$ cat src/design/tcpg_pkg.sv
package tcpg_pkg;

  // Item kinds, shared by the input and result channels
  localparam logic KIND_TOUCH = 1'b0;
  localparam logic KIND_PIXEL = 1'b1;

  // Cursor square limits
  localparam logic [5:0] SQUARE_MIN   = 6'd4;
  localparam logic [5:0] SQUARE_MAX   = 6'd32;
  localparam logic [5:0] SQUARE_STEP  = 6'd4;
  localparam logic [5:0] SQUARE_RESET = 6'd8;

  // Register reset values
  localparam logic [7:0] X_MIN_RESET = 8'hC9;
  localparam logic [7:0] X_MAX_RESET = 8'hF1;

  // Configuration register indexes
  localparam logic REG_X_MIN = 1'b0;
  localparam logic REG_X_MAX = 1'b1;

  localparam int NUM_KEYS    = 6;
  localparam int QUEUE_DEPTH = 2;

  // Key y bands, inclusive on both ends
  localparam logic [7:0] BAND_LOW  [NUM_KEYS] = '{8'h17, 8'h3D, 8'h62, 8'h88, 8'hAE, 8'hD3};
  localparam logic [7:0] BAND_HIGH [NUM_KEYS] = '{8'h33, 8'h58, 8'h7E, 8'hA4, 8'hC9, 8'hEF};

  // Colour index to RGB word
  localparam logic [30:0] PALETTE [8] = '{
    31'h00000000, 31'h03FF0000, 31'h7C007C00, 31'h7FFF7C00,
    31'h000003FF, 31'h03FF03FF, 31'h7C007FFF, 31'h7FFF7FFF
  };

  typedef enum logic [2:0] {
    KEY_ROW_UP,
    KEY_ROW_DOWN,
    KEY_COL_LEFT,
    KEY_COL_RIGHT,
    KEY_SIZE_UP,
    KEY_SIZE_DOWN,
    KEY_NONE
  } key_t;

  // Classified item handed from the front to the back
  typedef struct packed {
    logic       kind;
    logic [5:0] lamps;
    logic [2:0] colour;
    logic       invert;
    logic       last;
  } item_t;

endpackage

$ cat src/design/tcpg_front.sv
module tcpg_front
  import tcpg_pkg::*;
#(
  parameter int TILE_ROWS = 15,
  parameter int TILE_COLS = 20,
  parameter int TILE_SIZE = 32
) (
  input  logic       clk,
  input  logic       rst_n,
  input  logic       cfg_we,
  input  logic       cfg_index,
  input  logic [7:0] cfg_data,
  input  logic       in_valid,
  output logic       in_ready,
  input  logic       in_kind,
  input  logic       in_pen_down,
  input  logic [7:0] in_touch_x,
  input  logic [7:0] in_touch_y,
  input  logic       in_rising_edge,
  output logic       push_valid,
  input  logic       push_ready,
  output item_t      push_item
);

  localparam int TRW = (TILE_ROWS > 1) ? $clog2(TILE_ROWS) : 1;
  localparam int TCW = (TILE_COLS > 1) ? $clog2(TILE_COLS) : 1;
  localparam int OW  = $clog2(TILE_SIZE);
  localparam logic [TRW-1:0] ROW_LAST = TRW'(TILE_ROWS - 1);
  localparam logic [TCW-1:0] COL_LAST = TCW'(TILE_COLS - 1);
  localparam logic [OW-1:0]  OFF_LAST = OW'(TILE_SIZE - 1);
  localparam logic [2:0]     ROW_STEP = 3'(TILE_COLS % 8);
  localparam logic signed [7:0] HALF_TILE = 8'(TILE_SIZE / 2);

  logic [7:0]     x_min_r, x_max_r;
  logic [TRW-1:0] cur_row_r, cur_row_nxt;
  logic [TCW-1:0] cur_col_r, cur_col_nxt;
  logic [5:0]     cur_sq_r, cur_sq_nxt;
  logic [TRW-1:0] tile_row_r, tile_row_nxt;
  logic [TCW-1:0] tile_col_r, tile_col_nxt;
  logic [OW-1:0]  off_row_r, off_row_nxt;
  logic [OW-1:0]  off_col_r, off_col_nxt;
  logic [2:0]     colour_r, colour_nxt;
  logic [2:0]     row_base_r, row_base_nxt;

  key_t              key;
  logic [5:0]        lamps;
  logic              transfer;
  logic              last;
  logic              invert;
  logic signed [7:0] win_lo, win_hi, orow_s, ocol_s;

  assign in_ready   = push_ready;
  assign push_valid = in_valid;
  assign transfer   = in_valid && push_ready;

  // Configuration registers
  always_ff @(posedge clk) begin
    if (!rst_n) begin
      x_min_r <= X_MIN_RESET;
      x_max_r <= X_MAX_RESET;
    end else if (cfg_we) begin
      case (cfg_index)
        REG_X_MIN: x_min_r <= cfg_data;
        REG_X_MAX: x_max_r <= cfg_data;
        default: ;
      endcase
    end
  end

  // Decode the touched key from the column and the y bands
  always_comb begin
    key = KEY_NONE;
    if (in_pen_down && in_touch_x >= x_min_r && in_touch_x <= x_max_r) begin
      for (int k = 0; k < NUM_KEYS; k++) begin
        if (in_touch_y >= BAND_LOW[k] && in_touch_y <= BAND_HIGH[k]) begin
          key = key_t'(3'(k));
        end
      end
    end
    lamps = (key == KEY_NONE) ? 6'd0 : (6'd1 << key);
  end

  // Test the current pixel against the cursor window
  always_comb begin
    win_lo = HALF_TILE - 8'(cur_sq_r >> 1);
    win_hi = HALF_TILE + 8'(cur_sq_r >> 1);
    orow_s = 8'(off_row_r);
    ocol_s = 8'(off_col_r);
    invert = (tile_row_r == cur_row_r) && (tile_col_r == cur_col_r) &&
             (orow_s >= win_lo) && (orow_s < win_hi) &&
             (ocol_s >= win_lo) && (ocol_s < win_hi);
    last   = (tile_row_r == ROW_LAST) && (off_row_r == OFF_LAST) &&
             (tile_col_r == COL_LAST) && (off_col_r == OFF_LAST);
  end

  // Build the queue entry
  always_comb begin
    push_item.kind   = in_kind;
    push_item.lamps  = (in_kind == KIND_TOUCH) ? lamps : 6'd0;
    push_item.colour = colour_r;
    push_item.invert = invert;
    push_item.last   = (in_kind == KIND_PIXEL) && last;
  end

  // Cursor moves and scan advance
  always_comb begin
    cur_row_nxt  = cur_row_r;
    cur_col_nxt  = cur_col_r;
    cur_sq_nxt   = cur_sq_r;
    tile_row_nxt = tile_row_r;
    tile_col_nxt = tile_col_r;
    off_row_nxt  = off_row_r;
    off_col_nxt  = off_col_r;
    colour_nxt   = colour_r;
    row_base_nxt = row_base_r;
    if (transfer) begin
      if (in_kind == KIND_TOUCH) begin
        if (in_rising_edge) begin
          case (key)
            KEY_ROW_UP:    if (cur_row_r != '0) cur_row_nxt = cur_row_r - 1'b1;
            KEY_ROW_DOWN:  if (cur_row_r != ROW_LAST) cur_row_nxt = cur_row_r + 1'b1;
            KEY_COL_LEFT:  if (cur_col_r != '0) cur_col_nxt = cur_col_r - 1'b1;
            KEY_COL_RIGHT: if (cur_col_r != COL_LAST) cur_col_nxt = cur_col_r + 1'b1;
            KEY_SIZE_UP:   if (cur_sq_r < SQUARE_MAX) cur_sq_nxt = cur_sq_r + SQUARE_STEP;
            KEY_SIZE_DOWN: if (cur_sq_r > SQUARE_MIN) cur_sq_nxt = cur_sq_r - SQUARE_STEP;
            default: ;
          endcase
          tile_row_nxt = '0;
          tile_col_nxt = '0;
          off_row_nxt  = '0;
          off_col_nxt  = '0;
          colour_nxt   = '0;
          row_base_nxt = '0;
        end
      end else if (off_col_r != OFF_LAST) begin
        off_col_nxt = off_col_r + 1'b1;
      end else if (tile_col_r != COL_LAST) begin
        off_col_nxt  = '0;
        tile_col_nxt = tile_col_r + 1'b1;
        colour_nxt   = colour_r + 3'd1;
      end else begin
        // Wrap to the start of the next line
        off_col_nxt  = '0;
        tile_col_nxt = '0;
        colour_nxt   = row_base_r;
        if (off_row_r != OFF_LAST) begin
          off_row_nxt = off_row_r + 1'b1;
        end else begin
          off_row_nxt = '0;
          if (tile_row_r != ROW_LAST) begin
            tile_row_nxt = tile_row_r + 1'b1;
            row_base_nxt = row_base_r + ROW_STEP;
            colour_nxt   = row_base_r + ROW_STEP;
          end else begin
            tile_row_nxt = '0;
            row_base_nxt = '0;
            colour_nxt   = '0;
          end
        end
      end
    end
  end

  always_ff @(posedge clk) begin
    if (!rst_n) begin
      cur_row_r  <= '0;
      cur_col_r  <= '0;
      cur_sq_r   <= SQUARE_RESET;
      tile_row_r <= '0;
      tile_col_r <= '0;
      off_row_r  <= '0;
      off_col_r  <= '0;
      colour_r   <= '0;
      row_base_r <= '0;
    end else begin
      cur_row_r  <= cur_row_nxt;
      cur_col_r  <= cur_col_nxt;
      cur_sq_r   <= cur_sq_nxt;
      tile_row_r <= tile_row_nxt;
      tile_col_r <= tile_col_nxt;
      off_row_r  <= off_row_nxt;
      off_col_r  <= off_col_nxt;
      colour_r   <= colour_nxt;
      row_base_r <= row_base_nxt;
    end
  end

endmodule

$ cat src/design/tcpg_queue.sv
module tcpg_queue
  import tcpg_pkg::*;
(
  input  logic  clk,
  input  logic  rst_n,
  input  logic  push_valid,
  output logic  push_ready,
  input  item_t push_item,
  output logic  pop_valid,
  input  logic  pop_ready,
  output item_t pop_item
);

  localparam int PW = (QUEUE_DEPTH > 1) ? $clog2(QUEUE_DEPTH) : 1;
  localparam int CW = $clog2(QUEUE_DEPTH + 1);
  localparam logic [PW-1:0] PTR_LAST = PW'(QUEUE_DEPTH - 1);
  localparam logic [CW-1:0] COUNT_FULL = CW'(QUEUE_DEPTH);

  item_t         entry_r [QUEUE_DEPTH];
  logic [PW-1:0] wr_ptr_r, wr_ptr_nxt;
  logic [PW-1:0] rd_ptr_r, rd_ptr_nxt;
  logic [CW-1:0] count_r, count_nxt;
  logic          push, pop;

  assign push_ready = (count_r != COUNT_FULL);
  assign pop_valid  = (count_r != '0);
  assign pop_item   = entry_r[rd_ptr_r];
  assign push       = push_valid && push_ready;
  assign pop        = pop_valid && pop_ready;

  // Advance pointers and occupancy
  always_comb begin
    wr_ptr_nxt = wr_ptr_r;
    rd_ptr_nxt = rd_ptr_r;
    count_nxt  = count_r;
    if (push) wr_ptr_nxt = (wr_ptr_r == PTR_LAST) ? '0 : wr_ptr_r + 1'b1;
    if (pop)  rd_ptr_nxt = (rd_ptr_r == PTR_LAST) ? '0 : rd_ptr_r + 1'b1;
    if (push && !pop) count_nxt = count_r + 1'b1;
    else if (pop && !push) count_nxt = count_r - 1'b1;
  end

  always_ff @(posedge clk) begin
    if (!rst_n) begin
      wr_ptr_r <= '0;
      rd_ptr_r <= '0;
      count_r  <= '0;
    end else begin
      wr_ptr_r <= wr_ptr_nxt;
      rd_ptr_r <= rd_ptr_nxt;
      count_r  <= count_nxt;
    end
  end

  // Store the entry
  always_ff @(posedge clk) begin
    if (push) entry_r[wr_ptr_r] <= push_item;
  end

  a_count_bound: assert property (@(posedge clk) disable iff (!rst_n)
    count_r <= COUNT_FULL)
    else $error("queue occupancy beyond depth");

  a_ptr_gap: assert property (@(posedge clk) disable iff (!rst_n)
    (count_r == '0 || count_r == COUNT_FULL) |-> (wr_ptr_r == rd_ptr_r))
    else $error("queue pointers disagree with occupancy");

  a_push_count: assert property (@(posedge clk) disable iff (!rst_n)
    (push && !pop) |=> (count_r == $past(count_r) + 1'b1))
    else $error("push without pop did not grow the queue");

endmodule

$ cat src/design/tcpg_back.sv
module tcpg_back
  import tcpg_pkg::*;
(
  input  logic        clk,
  input  logic        rst_n,
  input  logic        pop_valid,
  output logic        pop_ready,
  input  item_t       pop_item,
  output logic        out_valid,
  input  logic        out_ready,
  output logic        out_result_kind,
  output logic [5:0]  out_key_lamps,
  output logic [30:0] out_pixel_rgb,
  output logic        out_frame_last
);

  logic        valid_r, valid_nxt;
  logic        kind_r;
  logic [5:0]  lamps_r;
  logic [30:0] rgb_r;
  logic        last_r;
  logic        load;
  logic [2:0]  colour;

  assign pop_ready = !valid_r || out_ready;
  assign load      = pop_valid && pop_ready;
  assign colour    = pop_item.colour ^ {3{pop_item.invert}};

  // Hold the result until it is taken
  always_comb begin
    valid_nxt = valid_r;
    if (load) valid_nxt = 1'b1;
    else if (out_ready) valid_nxt = 1'b0;
  end

  always_ff @(posedge clk) begin
    if (!rst_n) valid_r <= 1'b0;
    else valid_r <= valid_nxt;
  end

  // Map colour through the palette into the output register
  always_ff @(posedge clk) begin
    if (load) begin
      kind_r  <= pop_item.kind;
      lamps_r <= pop_item.lamps;
      rgb_r   <= (pop_item.kind == KIND_PIXEL) ? PALETTE[colour] : 31'd0;
      last_r  <= pop_item.last;
    end
  end

  assign out_valid       = valid_r;
  assign out_result_kind = kind_r;
  assign out_key_lamps   = lamps_r;
  assign out_pixel_rgb   = rgb_r;
  assign out_frame_last  = last_r;

  a_lamps_onehot: assert property (@(posedge clk) disable iff (!rst_n)
    out_valid |-> $onehot0(out_key_lamps))
    else $error("more than one key lamp lit");

  a_lamp_fields: assert property (@(posedge clk) disable iff (!rst_n)
    (out_valid && out_result_kind == KIND_TOUCH) |-> (out_pixel_rgb == '0 && !out_frame_last))
    else $error("lamp result carries pixel fields");

  a_pixel_fields: assert property (@(posedge clk) disable iff (!rst_n)
    (out_valid && out_result_kind == KIND_PIXEL) |-> (out_key_lamps == '0))
    else $error("pixel result carries key lamps");

endmodule

$ cat src/design/touch_cursor_tile_pixel_generator.sv
// Each item is written into a queue entry when it transfers, and its result is then
// registered in the back's output register. Throughput: one item per cycle while
// out_ready holds, touch samples and pixel ticks alike; the front updates cursor and
// scan counters in the transfer cycle, the back maps the palette.
// A two-entry queue sits between them, and the result register lets input continue
// while a result waits on the output. Synchronous active-low reset clears the
// cursor (tile 0,0, square 8), restarts the scan and reloads the key column limits.
module touch_cursor_tile_pixel_generator
  import tcpg_pkg::*;
#(
  parameter int TILE_ROWS = 15,
  parameter int TILE_COLS = 20,
  parameter int TILE_SIZE = 32
) (
  input  logic        clk,
  input  logic        rst_n,
  input  logic        cfg_we,
  input  logic        cfg_index,
  input  logic [7:0]  cfg_data,
  input  logic        in_valid,
  output logic        in_ready,
  input  logic        in_kind,
  input  logic        in_pen_down,
  input  logic [7:0]  in_touch_x,
  input  logic [7:0]  in_touch_y,
  input  logic        in_rising_edge,
  output logic        out_valid,
  input  logic        out_ready,
  output logic        out_result_kind,
  output logic [5:0]  out_key_lamps,
  output logic [30:0] out_pixel_rgb,
  output logic        out_frame_last
);

  logic  push_valid, push_ready;
  logic  pop_valid, pop_ready;
  item_t push_item, pop_item;

  tcpg_front #(
    .TILE_ROWS (TILE_ROWS),
    .TILE_COLS (TILE_COLS),
    .TILE_SIZE (TILE_SIZE)
  ) u_front (
    .clk            (clk),
    .rst_n          (rst_n),
    .cfg_we         (cfg_we),
    .cfg_index      (cfg_index),
    .cfg_data       (cfg_data),
    .in_valid       (in_valid),
    .in_ready       (in_ready),
    .in_kind        (in_kind),
    .in_pen_down    (in_pen_down),
    .in_touch_x     (in_touch_x),
    .in_touch_y     (in_touch_y),
    .in_rising_edge (in_rising_edge),
    .push_valid     (push_valid),
    .push_ready     (push_ready),
    .push_item      (push_item)
  );

  tcpg_queue u_queue (
    .clk        (clk),
    .rst_n      (rst_n),
    .push_valid (push_valid),
    .push_ready (push_ready),
    .push_item  (push_item),
    .pop_valid  (pop_valid),
    .pop_ready  (pop_ready),
    .pop_item   (pop_item)
  );

  tcpg_back u_back (
    .clk             (clk),
    .rst_n           (rst_n),
    .pop_valid       (pop_valid),
    .pop_ready       (pop_ready),
    .pop_item        (pop_item),
    .out_valid       (out_valid),
    .out_ready       (out_ready),
    .out_result_kind (out_result_kind),
    .out_key_lamps   (out_key_lamps),
    .out_pixel_rgb   (out_pixel_rgb),
    .out_frame_last  (out_frame_last)
  );

endmodule
$ cat config.mk
export PLATFORM = sky130hd
export DESIGN_NAME = touch_cursor_tile_pixel_generator
export DESIGN_NICKNAME = d
export VERILOG_FILES = /design/src/design/tcpg_pkg.sv /design/src/design/tcpg_front.sv /design/src/design/tcpg_queue.sv /design/src/design/tcpg_back.sv /design/src/design/touch_cursor_tile_pixel_generator.sv
export SDC_FILE = /design/constraint.sdc
export NUM_CORES = 1
export LEC_CHECK = 0
export BUFFER_PORTS_ARGS = -buffer_cell sky130_fd_sc_hd__buf_2
export CAP_MARGIN = 40
export CORE_MARGIN = 2
export CORE_UTILIZATION = 50
export CTS_BUF_LIST = sky130_fd_sc_hd__clkbuf_4 sky130_fd_sc_hd__clkbuf_8
export DETAILED_ROUTE_END_ITERATION = 8
export PLACE_DENSITY = 0.71
export SYNTH_ARGS = -nofsm -noshare
export SYNTH_HDL_FRONTEND = slang
export SYNTH_SLANG_ARGS = --single-unit
$ cat constraint.sdc
create_clock -name clk -period 4.5 [get_ports clk]
set_input_delay 1.35 -clock clk [delete_from_list [all_inputs] [get_ports clk]]
set_output_delay 1.35 -clock clk [all_outputs]
set_load 0.01 [all_outputs]
Word level (Yosys, flattened, before mapping)
Memories as Yosys holds them, arrays and structs flattened. A register that Yosys moved wholly into a read port is not among the register bits. Cells that the tools add are included. Widths: inputs -> output; s select.

$add $sub $neg: 18. Order comparisons: 20. Equal/unequal tests: 28. Shift operators: 1. Mux-type cells: 53. Bitwise logic cells: 4. Reductions and logical operators: 45.

Operators with widths (number): $mux 5 (12); $mux 3 (16); $mux 4 (8); $ge 8x8->1 const B (3); $le 8x8->1 const B (3); $mux 6 (4); $logic_and 1x1->1 (21); $add 5x1->5 const B (4); $ne 5x5->1 const B (4); $reduce_and 6->1 (3); $ge 6x8->1 (2); $le 8x7->1 const B (2); $lt 6x8->1 (2); $eq 5x5->1 const B (3); $reduce_bool 2->1 (7); $ne 2x1->1 const B (6); $pmux 6 s2 (1); $pmux 5 s2 (1); $eq 3x3->1 const B (3); $add 4x1->4 const B (2); $ge 8x5->1 const B (1); $ge 8x6->1 const B (1); $ge 8x7->1 const B (1); $ge 8x8->1 (1); other kinds (38) (58).

Register bits: 69. Bits in writable memories: 24. Memory bits (read-only): 248. Input port bits: 33. Output and inout bits: 41. Logic and storage cells: 189. Memories kept: 2.

Memory list: (name not given) (words 8, bits a word 31, rd ports 1, clocked after memory_dff 1, write ports 0, RTL line tcpg_back.sv:46) `rgb_r <= (pop_item.kind == KIND_PIXEL) ? PALETTE[colour] : 31'd0;`; u_queue.entry_r (words 2, bits a word 12, rd ports 1, clocked after memory_dff 1, write ports 1, RTL line tcpg_queue.sv:19) `item_t entry_r [QUEUE_DEPTH];`.

Longest topological paths before layout
Gate-level depths: netlist of run 1.

Depth after elaboration: 12. Gate-level depth with buffers: 12. Gate-level depth less buffers: 12.

By module
Synthesis of run 1 repeated with hierarchy kept, for this count alone.

Cell total of the unflattened synthesis: 589. Area total of the unflattened synthesis: 5649.2 um^2.

Modules (own cells, without submodules): tcpg_front (instances 1, cells an instance 477, area each 3912.5 um^2, sequential area each 1081.0 um^2); tcpg_queue (instances 1, cells an instance 61, area each 1103.6 um^2, sequential area each 820.8 um^2); tcpg_back (instances 1, cells an instance 51, area each 633.1 um^2, sequential area each 350.3 um^2).

Worst setup path after synthesis of run 1
No wires, ideal clock.

Path kind: in2reg. Start: in in_touch_x[0]. End: reg u_front.cur_col_r[4]. Setup time: 0.132 ns. Data arrival time: 3.586 ns. Required time: 4.368 ns. Path slack: 0.782 ns. Stages: 12. Buffers on the path: 0. Path through: inv_1 ha_1 nand2b_1 a2111oi_0 o211ai_1 o211ai_1 ha_1 a21o_1 a21oi_1 xnor2_1 a21o_1 a21oi_1.

Cells in the longest elaborated chain, start to end: 7. Elaborated cells between the ends (all ways): 12. Those cells by class: order compare (2); eq/ne (4); mux (2); reduce/logical (4).

RTL lines: start: declaration (RTL line touch_cursor_tile_pixel_generator.sv:24) `input logic [7:0] in_touch_x,`; $ge 8x8->1 (RTL line tcpg_front.sv:73) `if (in_pen_down && in_touch_x >= x_min_r && in_touch_x <= x_max_r) begin`; $logic_and 1x1->1 (RTL line tcpg_front.sv:73); $logic_and 1x1->1 * (RTL line tcpg_front.sv:73); $mux 3 * (RTL line tcpg_front.sv:73); $eq 3x2->1 (RTL line tcpg_front.sv:119) `case (key)`; $ne 2x1->1 (no source line) / $reduce_bool 2->1 (equally long branches); $reduce_and 6->1 (no source line); end signal: assignment (RTL line tcpg_front.sv:177) `cur_col_r <= cur_col_nxt;`; end: declaration (RTL line tcpg_front.sv:36) `logic [TCW-1:0] cur_col_r, cur_col_nxt;`.

Every way passes the cells marked *; elsewhere a longest branch is shown, timed or not. A chain may end at the register's enable or synchronous reset.

Final worst setup path of run 1
Ends and elaborated chain as after synthesis.

==> flow_metrics.py, run 1 <==
metrics = {
    "sta": {
        "whs_ps": 460,
        "timing.fmax_mhz": 271,
        "rsz0062_at_grt": "no",
        "fin_ws_ps": 811,
        "tightestPinTransition_ps": 898,
        "clock_skew_ps": 10.2,
        "period_share_pct": 82.0,
        "slew_viol_final": 0,
        "setup_viol": 0,
        "finalSetupTns_ps": 0,
        "fin_crit_ps": 3690,
        "hold_viol": 0,
        "slew_headroom_pct": 39.3,
    },
    "synth": {
        "synth_edf_count": 35,
        "synthFlopType": "dfxtp_1",
        "yosys_warnings": 0,
        "netlist_instances": 586,
        "synthesis.area_um2": 5540,
        "synth-seq-cells": 95,
        "synth_cell_type_count": 67,
        "async_flop_share_pct": 0,
        "ys_seq_area_share_pct": 40.7,
        "netlist.top_cell.by_area": "dfxtp_1",
        "yosys.area.top_type_share_pct": 21.7,
        "avgSynthCellArea_um2": 9.45,
        "synth_area_leaders": "dfxtp_1, edfxtp_1, ha_1",
        "syn_nets": 670,
    },
    "floorplanning": {
        "core_um2": 10800,
        "dieArea_um2": 11900,
        "start_util_pct": 51.1,
        "io_pins": 74,
        "dieHeight_um": 109,
        "die-width_um": 109,
        "rows": 38,
    },
    "critical_path": {
        "start_kind": "input pin",
        "crit_slowest_cell": "a2111oi_0",
        "cp-end-kind": "flop",
        "path_cells": "buf_2 -> inv_1 -> ha_1 -> nand2b_1 -> a2111oi_0 -> o211ai_1 -> o211ai_1 -> ha_1 -> a21o_1 -> a21oi_1 -> xnor2_1 -> a21o_1 -> a21oi_1",
        "crit_type": "input pin to flop",
        "worstPathArrival_ps": 3930,
        "cp.required_ps": 4740,
        "cp_max_fo": 5,
        "max_stage_delay_ps": 410,
    },
    "routing": {
        "post_drt_wl_per_cell_um": 14.2,
        "firstDrtPassIters": 4,
        "num_vias": 4231,
        "drtIter0Drc": 149,
        "route.detailed.drc": 0,
        "avgViaCountPerCell": 5.46,
        "drtAntennaViolNets": 0,
        "wl_um": 11000,
    },
    "grt": {
        "track_usage_pct": 19.6,
        "antenna_found_initial": 0,
        "grt_max_degree": 23,
        "grt_pass1_wl_um": 18200,
        "globalRouteOverflowTotal": 0,
        "grt_pass1_vias": 3939,
    },
    "finish": {
        "area_growth_pct": 9.04,
        "final_util_pct": 55.7,
        "layout_commonest_cell": "buf_2",
        "drive_gt1_share_pct": 17.5,
        "fill_cells": 960,
        "nNetsFinal": 714,
        "diodes": 0,
        "fin_area_um2": 6040,
        "mostFrequentLayoutCells": "buf_2, nand2_1, dfxtp_1",
    },
    "cts": {
        "cts.sink_count": 95,
        "holdBufCountCts": 0,
        "cts_tree": "built",
        "ctsResizeCount": 0,
        "cts_root_buffer": "clkbuf_8",
        "clk_latency_ps": 370,
        "numCtsBuffers": 9,
        "cts_buffer_depth": 2,
        "htreeDepth": 3,
        "post_cts_buffers": 0,
        "path_clk_slew_ps": 90,
    },
    "power": {
        "power.share.clock_pct": 26.5,
        "power.leakage_nw": 2.57,
        "switching_power_uw": 730,
        "comb_power_share_pct": 25.9,
        "ir_drop_uv": 282,
        "netSwitchingFraction_pct": 31.1,
        "p_per_area_nw_per_um2": 389,
        "p_int_mw": 1.62,
        "pwr-share-seq_pct": 47.6,
    },
    "placement": {
        "io_buffers": 72,
        "dpl.hpwl_um": 8410,
        "placed_area_um2": 5810,
        "place.gp.congestion": 0.867,
        "dp_slack_ps": 425,
    },
    "hold_path": {
        "hold_path.class": "flop to flop",
    },
    "run": {
        "maxCapViolations": 0,
    },
    "run_status": {
        "outcome": "completed",
    },
}
## cells by family after synthesis
family          after synthesis  synth area share (%)
compound gates              110                  13.2
simple gates                195                  17.5
flops                        95                  40.7
mux                          14                  2.71
xor+xnor                     41                  6.49
other cells                   1                0.0677
buf+inv                      79                  7.57
fa+ha+maj                    51                  11.8
## power by group through the flow
stage | Clock (mW) | Combinational [mW] | Sequential, mW
6_report | 0.623 | 0.607 | 1.12
5_1_grt | 0.674 | 0.686 | 1.14
4_1_cts | 0.638 | 0.615 | 1.12
3_5_place_dp | 0 | 0.613 | 1.14
3_3_place_gp | 0 | 0.594 | 1.13
2_1_floorplan | 0 | 0.508 | 1.15
## cells in the mapped netlist (2+ instances only)
| master | instances |
|---|---|
| buf_1 | 3 |
| o21a_1 | 6 |
| a31oi_1 | 3 |
| buf_2 | 2 |
| a32oi_1 | 2 |
| nor3b_1 | 2 |
| a21o_1 | 9 |
| xnor2_1 | 23 |
| nor2b_1 | 8 |
| buf_4 | 28 |
| mux2_2 | 8 |
| a21oi_1 | 33 |
| o211ai_1 | 14 |
| clkbuf_1 | 7 |
| o21ai_0 | 17 |
| nor2_1 | 49 |
| edfxtp_1 | 35 |
| buf_6 | 2 |
| o21ai_1 | 2 |
| and3_1 | 8 |
| mux2i_1 | 6 |
| xor2_1 | 18 |
| inv_1 | 37 |
| nand3_1 | 19 |
| nand2_1 | 61 |
| a211oi_1 | 5 |
| nor4_1 | 2 |
| dfxtp_1 | 60 |
| nand4b_1 | 2 |
| ha_1 | 49 |
| or3_1 | 2 |
| o2111ai_1 | 2 |
| nand4_1 | 12 |
| fa_1 | 2 |
| nand2b_1 | 7 |
| nor3_1 | 9 |
| or4_4 | 2 |
## area by class of cell
class                           count  area (um^2)  area share, %
Inverter                           37          139           2.30
Tap cell                          140          175           2.90
Timing Repair Buffer               75          383           6.34
Sequential cell                    95         2250           37.3
Clock inverter                      6         91.3           1.51
Multi-Input combinational cell    412         2870           47.5
Clock buffer                       10          131           2.18
## registers in the layout, summed over array words and instances, names as in the netlist, named ones only
name and cells:
u_queue.entry_r 24, u_front.x_max_r 8, u_front.x_min_r 8, u_back.out_key_lamps 6
u_front.cur_col_r 5, u_front.off_col_r 5, u_front.off_row_r 5, u_front.tile_col_r 5
u_front.cur_row_r 4, u_front.cur_sq_r 4, u_front.tile_row_r 4, u_back.out_pixel_rgb 3
u_front.colour_r 3, u_front.row_base_r 3, u_queue.count_r 2, u_back.out_frame_last 1
u_back.out_result_kind 1, u_back.out_valid 1, u_queue.rd_ptr_r 1, u_queue.wr_ptr_r 1
## layer usage
metal,part of all wire (%),vias to the layer above,GRT usage (%)
met5,0,-,0
met1,45,1980,24.6
met3,5.6,12,3.83
met4,1.4,0,6.51
met2,48,109,33.6
li1,-,2130,-
## path summary, 6_finish.rpt
kind                                    from                                 to  slack (ps)  depth (start not counted)
max                            in_touch_x[0]  u_front.cur_col_r[4]$_SDFFE_PN0P_         810                         13
min          u_front.x_min_r[2]$_SDFFE_PN0P_    u_front.x_min_r[2]$_SDFFE_PN0P_         460                          2
max reg2reg  u_front.x_max_r[5]$_SDFFE_PN1P_  u_front.cur_col_r[4]$_SDFFE_PN0P_        1580                         12
min reg2reg  u_front.x_min_r[2]$_SDFFE_PN0P_    u_front.x_min_r[2]$_SDFFE_PN0P_         460                          2
## through the flow
step | total power [mW] | cells
floorplan | 1.66 | 586
global placement | 1.73 | 758
detailed placement | 1.76 | 759
CTS | 2.38 | 775
global route | 2.50 | 775
finish | 2.35 | 775
## critical path, delay by kind of cell
kind                     cells  cell delay, ps
AO/OA/AOI/OAI                7            1490
XOR/XNOR                     1             160
buffers and inverters        2             130
AND/OR/NAND/NOR              1             140
adder cells (fa/ha/maj)      2             650
(Power assumes the default switching activity.)
==> run 2, diff against run 1 <==
ABC_AREA = 1   (was not set)
PLACE_DENSITY = 0.73   (was 0.71)
clock period = 3.2 ns   (was 4.5 ns; I/O delays follow)
==> flow_metrics.py, run 2 <==
metrics = {
    "finish": {
        "largest_reg_flops": 24,
        "fin_area_um2": 6310,
        "multi_input_area_um2": 2890,
        "diodes": 0,
        "fill_cells": 994,
        "layout_commonest_cell": "nand2_1",
        "drive_gt1_share_pct": 19.3,
        "regMostFlops": "u_queue.entry_r",
        "fin_cells": 908,
        "biggestRegsByFlops": "u_queue.entry_r (24), u_front.x_max_r (8), u_front.x_min_r (8)",
        "seqCellArea_um2": 2250,
        "nNetsFinal": 847,
        "area_growth_pct": 11.2,
        "mostFrequentLayoutCells": "nand2_1, inv_1, buf_2",
        "final_util_pct": 57.7,
    },
    "floorplanning": {
        "core_um2": 10900,
        "io_pins": 74,
        "dieArea_um2": 12200,
        "dieHeight_um": 111,
        "rows": 38,
        "die-width_um": 111,
        "start_util_pct": 51.9,
    },
    "run_status": {
        "outcome": "completed",
    },
    "run": {
        "maxCapViolations": 0,
    },
    "synth": {
        "synth_commonest_cells": "nand2_1, inv_1, dfxtp_1",
        "synth_edf_count": 35,
        "netlist_instances": 702,
        "synth_area_leaders": "dfxtp_1, edfxtp_1, ha_1",
        "avgSynthCellArea_um2": 8.08,
        "synthesis.area_um2": 5670,
        "async_flop_share_pct": 0,
        "ys_seq_area_share_pct": 39.7,
        "yosys_warnings": 0,
        "synth-seq-cells": 95,
        "syn_nets": 786,
        "yosys.area.top_type_share_pct": 21.2,
        "netlist.top_cell.by_area": "dfxtp_1",
        "yosysMostFrequentCell": "nand2_1",
        "synthFlopType": "dfxtp_1",
        "synth_cell_type_count": 47,
    },
    "critical_path": {
        "max_stage_delay_ps": 350,
        "start_kind": "input pin",
        "crit_type": "input pin to flop",
        "crit_path_frequent_cell": "nand2_1",
        "path_cells": "buf_2 -> ha_1 -> a21oi_2 -> nor2_1 -> nor2_1 -> nand2_1 -> nand2_1 -> nand3_4 -> nor2_4 -> nand2_2 -> fa_2 -> nand2_1 -> nand2_1 -> a21oi_2 -> xnor2_1 -> nand3_1 -> nand2_1 -> nor2_1",
        "worstPathArrival_ps": 3250,
        "regToRegSetupSlack_ps": 570,
        "cp-end-kind": "flop",
        "cp.required_ps": 3480,
        "crit_slowest_cell": "fa_2",
        "cp_max_fo": 4,
    },
    "power": {
        "power.leakage_nw": 2.90,
        "ir_drop_uv": 389,
        "p_per_area_nw_per_um2": 530,
        "total_power_mw": 3.35,
    },
    "grt": {
        "grt_max_degree": 24,
        "track_usage_pct": 20.2,
        "grt_pass1_vias": 4528,
        "grtUsageMet1_pct": 25.4,
        "grt_pass1_wl_um": 20600,
        "antenna_found_initial": 0,
        "gr-usage-met3_pct": 4.06,
        "globalRouteOverflowTotal": 0,
        "grt-busiest-layer": "met2",
        "grtUsageMet2_pct": 34.7,
    },
    "routing": {
        "num_vias": 4781,
        "route.detailed.drc": 0,
        "drtIter0Drc": 272,
        "firstDrtPassIters": 5,
        "wl_um": 12000,
        "post_drt_wl_per_cell_um": 13.2,
        "drtAntennaViolNets": 0,
        "avgViaCountPerCell": 5.27,
    },
    "sta": {
        "slew_viol_final": 0,
        "period_share_pct": 92.9,
        "finalSetupTns_ps": 0,
        "rsz0062_at_grt": "yes",
        "slew_headroom_pct": 52.6,
        "hold_viol": 0,
        "timing.fmax_mhz": 336,
        "clock_skew_ps": 9.88,
        "setup_viol": 0,
        "tightestPinTransition_ps": 705,
        "fin_crit_ps": 2970,
    },
    "placement": {
        "io_buffers": 72,
        "placed_area_um2": 6090,
        "dp_cells": 892,
        "place.gp.congestion": 0.882,
        "dpl.hpwl_um": 9140,
    },
    "cts": {
        "cts_buffer_depth": 2,
        "cts_root_buffer": "clkbuf_8",
        "cts.sink_count": 95,
        "path_clk_slew_ps": 90,
        "numCtsBuffers": 9,
        "clk_latency_ps": 370,
        "post_cts_buffers": 0,
        "htreeDepth": 3,
        "cts_tree": "built",
    },
    "hold_path": {
        "hold_path.class": "flop to flop",
    },
}
==> run 2: cell count changes after synthesis, moves of 7 or more <==
| cell | previous run | this run |
|---|---|---|
| inv_2 | 0 | 10 |
| nor2b_1 | 8 | 0 |
| inv_1 | 37 | 72 |
| o21ai_0 | 17 | 28 |
| a21oi_1 | 33 | 53 |
| and3_1 | 8 | 0 |
| nor2_1 | 49 | 56 |
| xnor2_1 | 23 | 5 |
| nand2b_1 | 7 | 0 |
| nand2_1 | 61 | 149 |
| nand3_1 | 19 | 37 |
| mux2_2 | 8 | 0 |
==> run 2: final cells by class <==
| type | instances | area share, % |
|---|---|---|
| multi-input cells | 485 | 45.8 |
| flip-flops and latches | 95 | 35.7 |
| repair buffers | 88 | 7.61 |
| inverters | 84 | 5.04 |
| well taps | 140 | 2.78 |
| clock buffers | 11 | 2.20 |
| clock inverters | 5 | 0.932 |
==> run 2: final timing paths <==
path	startpoint	to	cells after the start
max	in_touch_x[5]	u_front.cur_col_r[4]$_SDFFE_PN0P_	18
min	u_front.row_base_r[1]$_SDFFE_PN0P_	u_front.row_base_r[1]$_SDFFE_PN0P_	2
max reg2reg	u_front.x_max_r[5]$_SDFFE_PN1P_	u_front.cur_col_r[4]$_SDFFE_PN0P_	18
min reg2reg	u_front.row_base_r[1]$_SDFFE_PN0P_	u_front.row_base_r[1]$_SDFFE_PN0P_	2
==> run 2: metal layers <==
metal / vias to the layer above / share of wire, %
met5: - / 0
met4: 0 / 1.5
li1: 2429 / -
met2: 132 / 48
met1: 2203 / 46
met3: 17 / 4.9
==> run 2: worst max-delay path, delay by kind of cell <==
kind | cells | cell delay, ps
AND/OR/NAND/NOR | 12 | 1060
AO/OA/AOI/OAI | 2 | 280
XOR/XNOR | 1 | 160
adder cells (fa/ha/maj) | 2 | 670
buffers and inverters | 1 | 110
==> run 2: logic make-up after synthesis <==
| family | Yosys count | share of synthesized area, % |
|---|---|---|
| fa+ha+maj | 51 | 11.5 |
| simple gates | 293 | 23.5 |
| compound gates | 118 | 11.8 |
| xor+xnor | 22 | 3.40 |
| flops | 95 | 39.7 |
| buf+inv | 122 | 9.99 |
| other cells | 1 | 0.0661 |
==> run 2: what timing repair did <==
item,4_1_cts,5_1_grt
endpoints found under the setup margin,0,3
resized for setup,0,6
hold buffers,0,0
==> run 2: through the flow <==
stage / worst slack [ps] / hold slack [ps]
6_report: 228 / 444
5_1_grt: 11.8 / 479
4_1_cts: 132 / 443
3_5_place_dp: -249 / 430
3_3_place_gp: -142 / 428
2_1_floorplan: 4.10 / 409
==> run 2: report_power, final <==
group / leakage [nW] / switching [mW] / internal [mW]
logic: 1.97 / 0.607 / 0.361
clock network: 0.0964 / 0.425 / 0.379
registers: 0.828 / 0.106 / 1.47
total: 2.90 / 1.14 / 2.21
==> run 3, diff against run 2 <==
CORE_UTILIZATION = 40   (was 50)
PLACE_DENSITY = not set   (was 0.73)
SETUP_SLACK_MARGIN = 0.3   (was not set)
==> flow_metrics.py, run 3 (synthesis results as in run 2) <==
metrics = {
    "cts": {
        "cts_tree": "built",
        "cts_buffer_depth": 2,
        "cts_root_buffer": "clkbuf_8",
        "clk_latency_ps": 380,
        "htreeDepth": 3,
        "cts.sink_count": 95,
        "numCtsBuffers": 9,
        "path_clk_slew_ps": 90,
    },
    "finish": {
        "biggestRegsByFlops": "u_queue.entry_r (24), u_front.x_max_r (8), u_front.x_min_r (8)",
        "diodes": 0,
        "mostFrequentLayoutCells": "nand2_1, inv_1, buf_2",
        "nNetsFinal": 849,
        "drive_gt1_share_pct": 23.8,
        "regMostFlops": "u_queue.entry_r",
        "largest_reg_flops": 24,
        "layout_commonest_cell": "nand2_1",
        "fin_cells": 949,
        "area_growth_pct": 17.5,
        "fin_area_um2": 6670,
        "seqCellArea_um2": 2250,
        "fill_cells": 1295,
        "multi_input_area_um2": 3150,
    },
    "power": {
        "netSwitchingFraction_pct": 34.3,
        "comb_power_share_pct": 30.3,
        "p_per_area_nw_per_um2": 510,
        "switching_power_mw": 1.17,
        "power.leakage_nw": 2.95,
        "power.share.clock_pct": 23.4,
        "p_int_mw": 2.23,
        "pwr-share-seq_pct": 46.3,
        "ir_drop_uv": 220,
    },
    "floorplanning": {
        "dieHeight_um": 123,
        "die-width_um": 123,
        "start_util_pct": 40.9,
        "dieArea_um2": 15200,
        "io_pins": 74,
        "rows": 43,
        "core_um2": 13900,
    },
    "sta": {
        "setup_viol": 0,
        "slew_viol_final": 0,
        "hold_viol": 0,
        "tightestPinTransition_ps": 670,
        "finalSetupTns_ps": 0,
        "fin_crit_ps": 2850,
        "period_share_pct": 88.9,
        "rsz0062_at_grt": "yes",
        "clock_skew_ps": 12.6,
        "timing.fmax_mhz": 351,
        "whs_ps": 433,
        "slew_headroom_pct": 55.0,
    },
    "placement": {
        "io_buffers": 72,
        "place.gp.congestion": 0.839,
        "dp_cells": 932,
        "placed_area_um2": 6300,
        "dpl.hpwl_um": 9510,
    },
    "routing": {
        "drtAntennaViolNets": 0,
        "drtIter0Drc": 274,
        "firstDrtPassIters": 6,
        "wl_um": 12400,
        "num_vias": 4762,
        "route.detailed.drc": 0,
        "avgViaCountPerCell": 5.02,
        "post_drt_wl_per_cell_um": 13.0,
    },
    "critical_path": {
        "crit_type": "input pin to flop",
        "cp-end-kind": "flop",
        "cp_max_fo": 4,
        "regToRegSetupSlack_ps": 650,
        "worstPathArrival_ps": 3120,
        "start_kind": "input pin",
        "cp.required_ps": 3470,
    },
    "grt": {
        "grt_pass1_wl_um": 20500,
        "grt_max_degree": 24,
        "globalRouteOverflowTotal": 0,
        "track_usage_pct": 17.0,
        "antenna_found_initial": 0,
        "grt_pass1_vias": 4471,
    },
    "run": {
        "maxCapViolations": 0,
    },
    "hold_path": {
        "hold_path.class": "flop to flop",
    },
    "run_status": {
        "outcome": "completed",
    },
}
-- run 3: changes by cell type in the layout (fill, tap and decap cells not counted), sizes merged --
cell	previous run	this run
clkinvlp	2	1
inv	83	84
clkbuf	11	10
buf	88	90
-- run 3: routing by layer --
metal,track usage (%),vias to the layer above,share of wire [%]
met5,0,-,0
met4,6.46,0,2.0
met3,3.23,18,4.8
met2,27.6,125,46
met1,22.5,2186,47
li1,-,2433,-
-- run 3: final cells by class --
type / instances / area share [%]
timing repair buffer: 90 / 7.90
sequential: 95 / 33.8
inverter: 84 / 4.77
tap: 180 / 3.38
multi-input combinational: 485 / 47.3
clock inverter: 5 / 0.901
clock buffer: 10 / 1.97
-- run 3: worst paths after layout --
check	startpoint	to	depth (start not counted)
worst min register to register	u_front.row_base_r[0]$_SDFFE_PN0P_	u_front.row_base_r[0]$_SDFFE_PN0P_	2
worst max register to register	u_front.x_max_r[5]$_SDFFE_PN1P_	u_front.cur_col_r[4]$_SDFFE_PN0P_	18
worst min-delay path	u_front.row_base_r[0]$_SDFFE_PN0P_	u_front.row_base_r[0]$_SDFFE_PN0P_	2
worst max-delay path	in_touch_x[5]	u_front.cur_col_r[4]$_SDFFE_PN0P_	18
-- run 3: critical path, stage by stage --
cell     delay [ps]
buf_6           110
ha_4            240
a21oi_2         160
nor2_2           60
nor2_2          120
nand2_2          70
nand2_2          80
nand3_4          80
nor2_4          140
nand2_4          70
fa_2            340
nand2_1          70
nand2_1          60
a21oi_2         190
xnor2_2         150
nand3_1          90
nand2_1          80
nor2_1           40
-- run 3: repair_timing --
item | CTS | global route
hold buffers | 0 | 0
hold endpoints to repair | 0 | 0
resized for setup | 4 | 35
pin swaps | 3 | 27
endpoints found under the setup margin | 1 | 3
setup buffers | 0 | 2
-- run 3: power groups by stage --
stage	clock network (mW)	registers [mW]	logic, mW
finish	0.796	1.58	1.03
global placement	0	1.60	0.986
CTS	0.816	1.58	1.01
floorplan	0	1.63	0.791
global route	0.867	1.61	1.16
detailed placement	0	1.61	1.00
-- run 3: stage by stage --
step                setup WS [ps]  power [mW]  util, %
finish                        355        3.40     48.0
global route                  205        3.64     48.0
CTS                           309        3.40     46.9
detailed placement           -163        2.61     45.4
global placement            -31.3        2.58     45.4
floorplan                     176        2.42        -
